## config.mk

```make
export PLATFORM = sky130hd
export DESIGN_NAME = xtea_block_cipher
export DESIGN_NICKNAME = d
export VERILOG_FILES = /design/src/hdl/xtea_pkg.sv /design/src/hdl/xtea_ctrl.sv /design/src/hdl/xtea_dp.sv /design/src/hdl/xtea_block_cipher.sv
export SDC_FILE = /design/constraint.sdc
export NUM_CORES = 1
export LEC_CHECK = 0
export BUFFER_PORTS_ARGS = -buffer_cell sky130_fd_sc_hd__buf_2
export CORE_MARGIN = 2
export CORE_UTILIZATION = 35
export CTS_CLUSTER_SIZE = 25
export DETAILED_ROUTE_END_ITERATION = 7
export PLACE_DENSITY_LB_ADDON = 0.05
export SYNTH_ARGS = -nofsm -noshare
export SYNTH_HDL_FRONTEND = slang
export SYNTH_SLANG_ARGS = --single-unit
```

## constraint.sdc

```tcl
create_clock -name clk -period 9.3 [get_ports clk]
set_input_delay 1.395 -clock clk [delete_from_list [all_inputs] [get_ports clk]]
set_output_delay 1.395 -clock clk [all_outputs]
set_load 0.02 [all_outputs]
```

## src/hdl/xtea_pkg.sv

```systemverilog
// Shared types, constants and round helpers for the XTEA block cipher.
package xtea_pkg;

  localparam logic [31:0] DELTA          = 32'h9E3779B9;
  localparam int          KEY_SEL_SHIFT  = 11;
  localparam int          MIX_SHL        = 4;
  localparam int          MIX_SHR        = 5;
  localparam logic [7:0]  ROUNDS_RESET   = 8'd32;
  localparam logic [31:0] DEC_SUM_RESET  = 32'hC6EF3720;
  localparam int          CFG_IDX_W      = 3;
  localparam int          CFG_DATA_W     = 32;
  localparam int          HALF_CNT_W     = 9;

  localparam logic [CFG_IDX_W-1:0] CFG_KEY0   = 3'd0;
  localparam logic [CFG_IDX_W-1:0] CFG_KEY1   = 3'd1;
  localparam logic [CFG_IDX_W-1:0] CFG_KEY2   = 3'd2;
  localparam logic [CFG_IDX_W-1:0] CFG_KEY3   = 3'd3;
  localparam logic [CFG_IDX_W-1:0] CFG_ROUNDS = 3'd4;

  typedef struct packed {
    logic        opcode;
    logic [31:0] first_word;
    logic [31:0] second_word;
  } xtea_in_t;

  typedef struct packed {
    logic [31:0] out_first_word;
    logic [31:0] out_second_word;
  } xtea_out_t;

  typedef logic [3:0][31:0] xtea_key_t;

  typedef struct packed {
    logic load;
    logic step;
    logic capture;
  } xtea_cmd_t;

  function automatic logic [31:0] mix_word(input logic [31:0] w);
    return ((w << MIX_SHL) ^ (w >> MIX_SHR)) + w;
  endfunction

endpackage

```

## src/hdl/xtea_ctrl.sv

```systemverilog
// Sequencer for the XTEA block cipher: transfer handshakes and round count.
module xtea_ctrl
  import xtea_pkg::*;
(
  input  logic            clk,
  input  logic            rst_n,
  input  logic            in_valid,
  output logic            in_stall,
  output logic            out_valid,
  input  logic            out_stall,
  input  logic [7:0]      rounds,
  output xtea_cmd_t       cmd
);

  typedef enum logic [1:0] {
    ST_IDLE = 2'b01,
    ST_RUN  = 2'b10
  } xtea_state_t;

  xtea_state_t           state_r, state_nxt;
  logic [HALF_CNT_W-1:0] cnt_r, cnt_nxt;
  logic                  out_valid_r, out_valid_nxt;
  logic                  out_free;

  assign out_free  = !out_valid_r || !out_stall;
  assign in_stall  = (state_r != ST_IDLE);
  assign out_valid = out_valid_r;

  always_comb begin
    state_nxt   = state_r;
    cnt_nxt     = cnt_r;
    cmd         = '0;
    case (state_r)
      ST_IDLE: begin
        if (in_valid) begin
          cmd.load  = 1'b1;
          cnt_nxt   = {rounds, 1'b0};
          state_nxt = ST_RUN;
        end
      end
      ST_RUN: begin
        if (cnt_r != '0) begin
          cmd.step = 1'b1;
          cnt_nxt  = cnt_r - HALF_CNT_W'(1);
        end else if (out_free) begin
          cmd.capture = 1'b1;
          state_nxt   = ST_IDLE;
        end
      end
      default: state_nxt = ST_IDLE;
    endcase
  end

  always_comb begin
    out_valid_nxt = out_valid_r;
    if (cmd.capture) begin
      out_valid_nxt = 1'b1;
    end else if (!out_stall) begin
      out_valid_nxt = 1'b0;
    end
  end

  always_ff @(posedge clk) begin
    if (!rst_n) begin
      state_r     <= ST_IDLE;
      cnt_r       <= '0;
      out_valid_r <= 1'b0;
    end else begin
      state_r     <= state_nxt;
      cnt_r       <= cnt_nxt;
      out_valid_r <= out_valid_nxt;
    end
  end

endmodule

```

## src/hdl/xtea_dp.sv

```systemverilog
// Datapath for the XTEA block cipher: one half round per cycle and the result register.
module xtea_dp
  import xtea_pkg::*;
(
  input  logic        clk,
  input  xtea_cmd_t   cmd,
  input  xtea_in_t    in_data,
  input  xtea_key_t   key,
  input  logic [31:0] dec_sum,
  output xtea_out_t   out_data
);

  logic [31:0] a_r, a_nxt;
  logic [31:0] b_r, b_nxt;
  logic [31:0] sum_r, sum_nxt;
  logic        dec_r, dec_nxt;
  logic        phase_r, phase_nxt;
  xtea_out_t   out_r, out_nxt;

  logic        tgt_b;
  logic [1:0]  key_idx;
  logic [31:0] src_word;
  logic [31:0] tgt_word;
  logic [31:0] f_val;
  logic [31:0] new_word;

  assign tgt_b    = phase_r ^ dec_r;
  assign key_idx  = tgt_b ? sum_r[KEY_SEL_SHIFT +: 2] : sum_r[1:0];
  assign src_word = tgt_b ? a_r : b_r;
  assign tgt_word = tgt_b ? b_r : a_r;
  assign f_val    = mix_word(src_word) ^ (sum_r + key[key_idx]);
  assign new_word = dec_r ? (tgt_word - f_val) : (tgt_word + f_val);

  always_comb begin
    a_nxt     = a_r;
    b_nxt     = b_r;
    sum_nxt   = sum_r;
    dec_nxt   = dec_r;
    phase_nxt = phase_r;
    out_nxt   = out_r;
    if (cmd.load) begin
      a_nxt     = in_data.first_word;
      b_nxt     = in_data.second_word;
      dec_nxt   = in_data.opcode;
      sum_nxt   = in_data.opcode ? dec_sum : '0;
      phase_nxt = 1'b0;
    end else if (cmd.step) begin
      if (tgt_b) begin
        b_nxt = new_word;
      end else begin
        a_nxt = new_word;
      end
      if (!phase_r) begin
        sum_nxt = dec_r ? (sum_r - DELTA) : (sum_r + DELTA);
      end
      phase_nxt = !phase_r;
    end
    if (cmd.capture) begin
      out_nxt.out_first_word  = a_r;
      out_nxt.out_second_word = b_r;
    end
  end

  always_ff @(posedge clk) begin
    a_r     <= a_nxt;
    b_r     <= b_nxt;
    sum_r   <= sum_nxt;
    dec_r   <= dec_nxt;
    phase_r <= phase_nxt;
    out_r   <= out_nxt;
  end

  assign out_data = out_r;

endmodule

```

## src/hdl/xtea_block_cipher.sv

```systemverilog
// Top level of the XTEA block cipher: configuration registers, sequencer and datapath.
//
// Input channel (in_valid / in_stall / in_data): one 64-bit block as two
// 32-bit words plus an opcode, 0 encrypts and 1 decrypts. A transfer takes
// place when in_valid is high and in_stall is low.
// Result channel (out_valid / out_stall / out_data): one processed block per
// accepted input, held in an output register until the receiver transfers it.
// Configuration port (cfg_we / cfg_index / cfg_wdata): indexes 0 to 3 write
// the key words, index 4 writes the round count; other indexes are ignored.
// Write it only while no block is in flight.
// Timing: the shared round unit does one half round per cycle, two per round,
// after the block's transfer; the result register is then loaded, and a new
// block is taken only after that, so one block is processed at a time.
// A stalled result holds the round unit at its end until the output
// register frees; the input stays stalled meanwhile.
// Reset clears the handshake state, zeroes the key and sets 32 rounds.
module xtea_block_cipher
  import xtea_pkg::*;
(
  input  logic                  clk,
  input  logic                  rst_n,
  input  logic                  in_valid,
  output logic                  in_stall,
  input  xtea_in_t              in_data,
  output logic                  out_valid,
  input  logic                  out_stall,
  output xtea_out_t             out_data,
  input  logic                  cfg_we,
  input  logic [CFG_IDX_W-1:0]  cfg_index,
  input  logic [CFG_DATA_W-1:0] cfg_wdata
);

  xtea_key_t   key_r, key_nxt;
  logic [7:0]  rounds_r, rounds_nxt;
  logic [31:0] dec_sum_r, dec_sum_nxt;
  logic [39:0] dec_sum_prod;
  xtea_cmd_t   cmd;

  assign dec_sum_prod = 40'(DELTA) * 40'(cfg_wdata[7:0]);

  always_comb begin
    key_nxt     = key_r;
    rounds_nxt  = rounds_r;
    dec_sum_nxt = dec_sum_r;
    if (cfg_we) begin
      case (cfg_index)
        CFG_KEY0: key_nxt[0] = cfg_wdata;
        CFG_KEY1: key_nxt[1] = cfg_wdata;
        CFG_KEY2: key_nxt[2] = cfg_wdata;
        CFG_KEY3: key_nxt[3] = cfg_wdata;
        CFG_ROUNDS: begin
          rounds_nxt  = cfg_wdata[7:0];
          dec_sum_nxt = dec_sum_prod[31:0];
        end
        default: ;
      endcase
    end
  end

  always_ff @(posedge clk) begin
    if (!rst_n) begin
      key_r     <= '0;
      rounds_r  <= ROUNDS_RESET;
      dec_sum_r <= DEC_SUM_RESET;
    end else begin
      key_r     <= key_nxt;
      rounds_r  <= rounds_nxt;
      dec_sum_r <= dec_sum_nxt;
    end
  end

  xtea_ctrl u_ctrl (
    .clk       (clk),
    .rst_n     (rst_n),
    .in_valid  (in_valid),
    .in_stall  (in_stall),
    .out_valid (out_valid),
    .out_stall (out_stall),
    .rounds    (rounds_r),
    .cmd       (cmd)
  );

  xtea_dp u_dp (
    .clk      (clk),
    .cmd      (cmd),
    .in_data  (in_data),
    .key      (key_r),
    .dec_sum  (dec_sum_r),
    .out_data (out_data)
  );

endmodule

```

==> impl_results.rst <==
.. list-table::
   :header-rows: 1

   * - Metric
     - Value
   * - Number of CTS-inserted buffers
     - 41
   * - Sequential cell area
     - 0.00840 mm2
   * - Fraction of the cycle the final worst path needs
     - 91.1%
   * - Sum of negative setup slack
     - 0 ps
   * - Via count of the first global-routing pass
     - around 21000
   * - Total congestion overflow after global routing
     - 0
   * - Most area-consuming cells after synthesis
     - sky130_fd_sc_hd__edfxtp_1, sky130_fd_sc_hd__dfxtp_1, sky130_fd_sc_hd__ha_1
   * - Time the worst path needs with I/O delays and setup
     - 8470 ps
   * - Non-filler cells in the finished layout
     - 3858
   * - Cell at the slowest stage of the critical path
     - sky130_fd_sc_hd__mux4_2
   * - Most common cell after layout, fill and taps aside
     - sky130_fd_sc_hd__nand2_1
   * - Remaining design rule violation count
     - 0
   * - TritonCTS clock tree
     - built
   * - Worst-margin pin slew
     - 1110 ps
   * - Routed WL per cell
     - 19.9 um
   * - Worst-case clock buffer depth
     - 3
   * - Highest attainable clock frequency
     - 0.118 GHz
   * - Detailed placement HPWL
     - 58.7 mm
   * - Width of the die
     - between 200 and 300 um
   * - Row Count
     - 98
   * - Min setup slack post-route
     - 829 ps
   * - Run status
     - complete, no violations
   * - Kind of launch point of the worst setup path
     - flop
   * - Count of synthesis-stage warnings from yosys
     - 0
   * - Number of buffer and inverter stages on the critical path
     - 1
   * - Final Instance Area
     - 0.0284 mm2
   * - Critical Path Sink Type
     - flop
   * - Share of post-route cells with drive strength above 1
     - 12.6%
   * - Required arrival time at the worst endpoint
     - 9620 ps
   * - Unrepaired setup endpoints after global routing
     - false
   * - Rel. slew slack
     - 25.8%
   * - Placement Cell Area
     - 0.0271 mm2
   * - Layout fillers
     - around 7200
   * - Type of the tightest min-delay check
     - flop to flop
   * - CP arrival
     - 8790 ps
   * - Prevailing post-synth register cell
     - sky130_fd_sc_hd__dfxtp_1
   * - Fraction of the yosys area taken by sequential cells
     - approximately a third
   * - Total GRT Usage
     - approximately a fifth
   * - Initial Util
     - 35.3%
   * - DR vias
     - 20400
   * - Sink Count
     - 339
   * - Number of max-cap violations
     - 0
   * - Peak fanout along the critical path
     - 15
   * - Top library cells by usage in the layout, fill and taps aside
     - sky130_fd_sc_hd__nand2_1, sky130_fd_sc_hd__ha_1, sky130_fd_sc_hd__dfxtp_1, sky130_fd_sc_hd__buf_2, sky130_fd_sc_hd__edfxtp_1
   * - Combined area of the multi-input logic cells
     - 0.0159 mm2
   * - Final weighted congestion of routability-driven global placement
     - 0.883
   * - Share of Yosys cell area claimed by the top area cell type
     - 19.2%
   * - Final Setup Violations
     - 0
   * - Placed cell count
     - ~3800
   * - Cell variety after synth
     - 80
   * - Max Clock Skew
     - 20.9 ps
   * - Number of antenna-violating nets in the routed design
     - 0
   * - Cell chosen for the clock root
     - sky130_fd_sc_hd__clkbuf_16
   * - Area growth from synthesis to final layout
     - 12.4%
   * - Net count after synthesis
     - 3125
   * - Wire length of the first global-routing pass
     - about 120 mm
   * - Number of I/O pins
     - 171
   * - Final-report hold violation count
     - 0
   * - Vias per cell
     - 5.30
   * - Clock-pin slew on the worst setup and hold paths
     - approximately 60 ps
   * - Family with the most delay on the worst path
     - compound AO/OA/AOI/OAI gates
   * - Port Buf Inserts
     - 170
   * - Die Span Y
     - 272 um
   * - Clock latency of the later-clocked register in the worst-skew pair
     - 590 ps
   * - Worst stage delay on the critical path
     - 550 ps
   * - Post-synthesis cell count
     - 2762
   * - Count of flip-flops with a built-in enable after synthesis
     - between 150 and 200
   * - Final wirelength
     - 76.9 mm
   * - Core footprint
     - around 0.07 mm2
   * - Number of hold buffers added after CTS
     - 0
   * - Quantity of gates resized following cts
     - 0
   * - Drt initial violations
     - 1263
   * - Synthesis-stage register bit count
     - 339
   * - Fraction of registers with async set/reset
     - 0%
   * - Cell type with the highest aggregate area in the netlist
     - sky130_fd_sc_hd__edfxtp_1
   * - Die area
     - roughly 0.074 mm2
   * - Avg Inst Size Synth
     - 9.13 um2
   * - Total setup buffers inserted after CTS
     - 0
   * - Antenna violations before repair
     - 3
   * - Synthesized area
     - 0.0252 mm2
   * - Total iterations of the first detailed-routing run
     - 7
   * - Pre-CTS WS
     - between 300 and 400 ps
   * - Final max-slew violation count
     - 0
   * - Worst Setup Path Type
     - flop to flop
   * - Maximum number of pins on one net before global-route repair
     - roughly 120
   * - H-tree Lvls
     - 2
   * - Final-stage net count
     - about 3200
## registers in the layout, summed over array words and instances, names as in the netlist
name / count
key_r: 128
u_dp.out_data: 64
u_dp.a_r: 32
u_dp.b_r: 32
u_dp.sum_r: 32
dec_sum_r: 29
u_ctrl.cnt_r: 9
rounds_r: 8
u_ctrl.state_r: 2
u_ctrl.out_valid: 1
u_dp.dec_r: 1
u_dp.phase_r: 1
## tightest hold or removal path: stages, from the launching register on
cell and delay (ps):
sky130_fd_sc_hd__dfxtp_1 300, sky130_fd_sc_hd__nand2_1 40, sky130_fd_sc_hd__a21boi_0 60
## final timing paths
path / start / slack [ps] / cells past startpoint / to
setup / recovery: u_dp.phase_r / 830 / 29 / u_dp.b_r[31]
hold / removal: key_r[94] / 460 / 2 / key_r[94]
setup reg to reg: u_dp.phase_r / 830 / 29 / u_dp.b_r[31]
hold reg to reg: key_r[94] / 460 / 2 / key_r[94]
## metrics by stage
stage | util, % | hold WS, ps
2_1_floorplan | - | 435
3_3_place_gp | 37.9 | 448
3_5_place_dp | 37.9 | 457
4_1_cts | 39.7 | 464
5_1_grt | 39.7 | 486
6_report | 39.7 | 461
## layer usage
layer  share of wire (%)  GRT usage [%]
met4                 1.8           4.41
met5               0.017              0
met2                  48           35.6
met3                 3.9           2.62
met1                  47           27.5
## logic make-up after synthesis
kind of cell / count (synthesis) / share of synthesized area (%)
simple gates: 871 / 15.7
compound gates: 727 / 19.4
flops: 339 / 33.3
buf+inv: 268 / 4.01
fa+ha+maj: 258 / 14.8
xor+xnor: 200 / 7.14
mux: 99 / 5.70
## cell type report
cell class | count | share of cell area, %
antenna | 1 | 0.00882
sequential | 339 | 29.6
inverter | 151 | 2.01
clock inverter | 13 | 0.503
multi-input combinational | 2155 | 56.1
tap | 950 | 4.19
clock buffer | 57 | 4.01
timing repair buffer | 192 | 3.60
## cells in the mapped netlist, types with 8 or more instances
| master | n |
|---|---|
| sky130_fd_sc_hd__nand2_1 | 464 |
| sky130_fd_sc_hd__a21oi_1 | 150 |
| sky130_fd_sc_hd__or3_1 | 15 |
| sky130_fd_sc_hd__a21boi_0 | 144 |
| sky130_fd_sc_hd__nand4_1 | 18 |
| sky130_fd_sc_hd__nand2b_1 | 32 |
| sky130_fd_sc_hd__a21o_1 | 82 |
| sky130_fd_sc_hd__o21ai_1 | 24 |
| sky130_fd_sc_hd__and2_1 | 19 |
| sky130_fd_sc_hd__nor2b_1 | 22 |
| sky130_fd_sc_hd__nand3_1 | 80 |
| sky130_fd_sc_hd__nor4_1 | 10 |
| sky130_fd_sc_hd__or2_2 | 8 |
| sky130_fd_sc_hd__inv_1 | 151 |
| sky130_fd_sc_hd__o21bai_1 | 10 |
| sky130_fd_sc_hd__xor2_1 | 72 |
| sky130_fd_sc_hd__and3_1 | 27 |
| sky130_fd_sc_hd__o31ai_1 | 10 |
| sky130_fd_sc_hd__edfxtp_1 | 161 |
| sky130_fd_sc_hd__a31oi_1 | 22 |
| sky130_fd_sc_hd__a211o_1 | 9 |
| sky130_fd_sc_hd__mux2i_1 | 20 |
| sky130_fd_sc_hd__nor3_1 | 51 |
| sky130_fd_sc_hd__o21ai_0 | 116 |
| sky130_fd_sc_hd__xnor2_1 | 124 |
| sky130_fd_sc_hd__o211ai_1 | 31 |
| sky130_fd_sc_hd__fa_1 | 66 |
| sky130_fd_sc_hd__ha_1 | 192 |
| sky130_fd_sc_hd__buf_1 | 9 |
| sky130_fd_sc_hd__o21a_1 | 34 |
| sky130_fd_sc_hd__mux4_2 | 31 |
| sky130_fd_sc_hd__dfxtp_1 | 178 |
| sky130_fd_sc_hd__mux2_2 | 48 |
| sky130_fd_sc_hd__a211oi_1 | 22 |
| sky130_fd_sc_hd__nor2_1 | 94 |
| sky130_fd_sc_hd__clkbuf_1 | 104 |
Power is left out: the tool's default activity adds up to more than one toggle a clock period on the data nets, which glitch-free logic cannot reach.
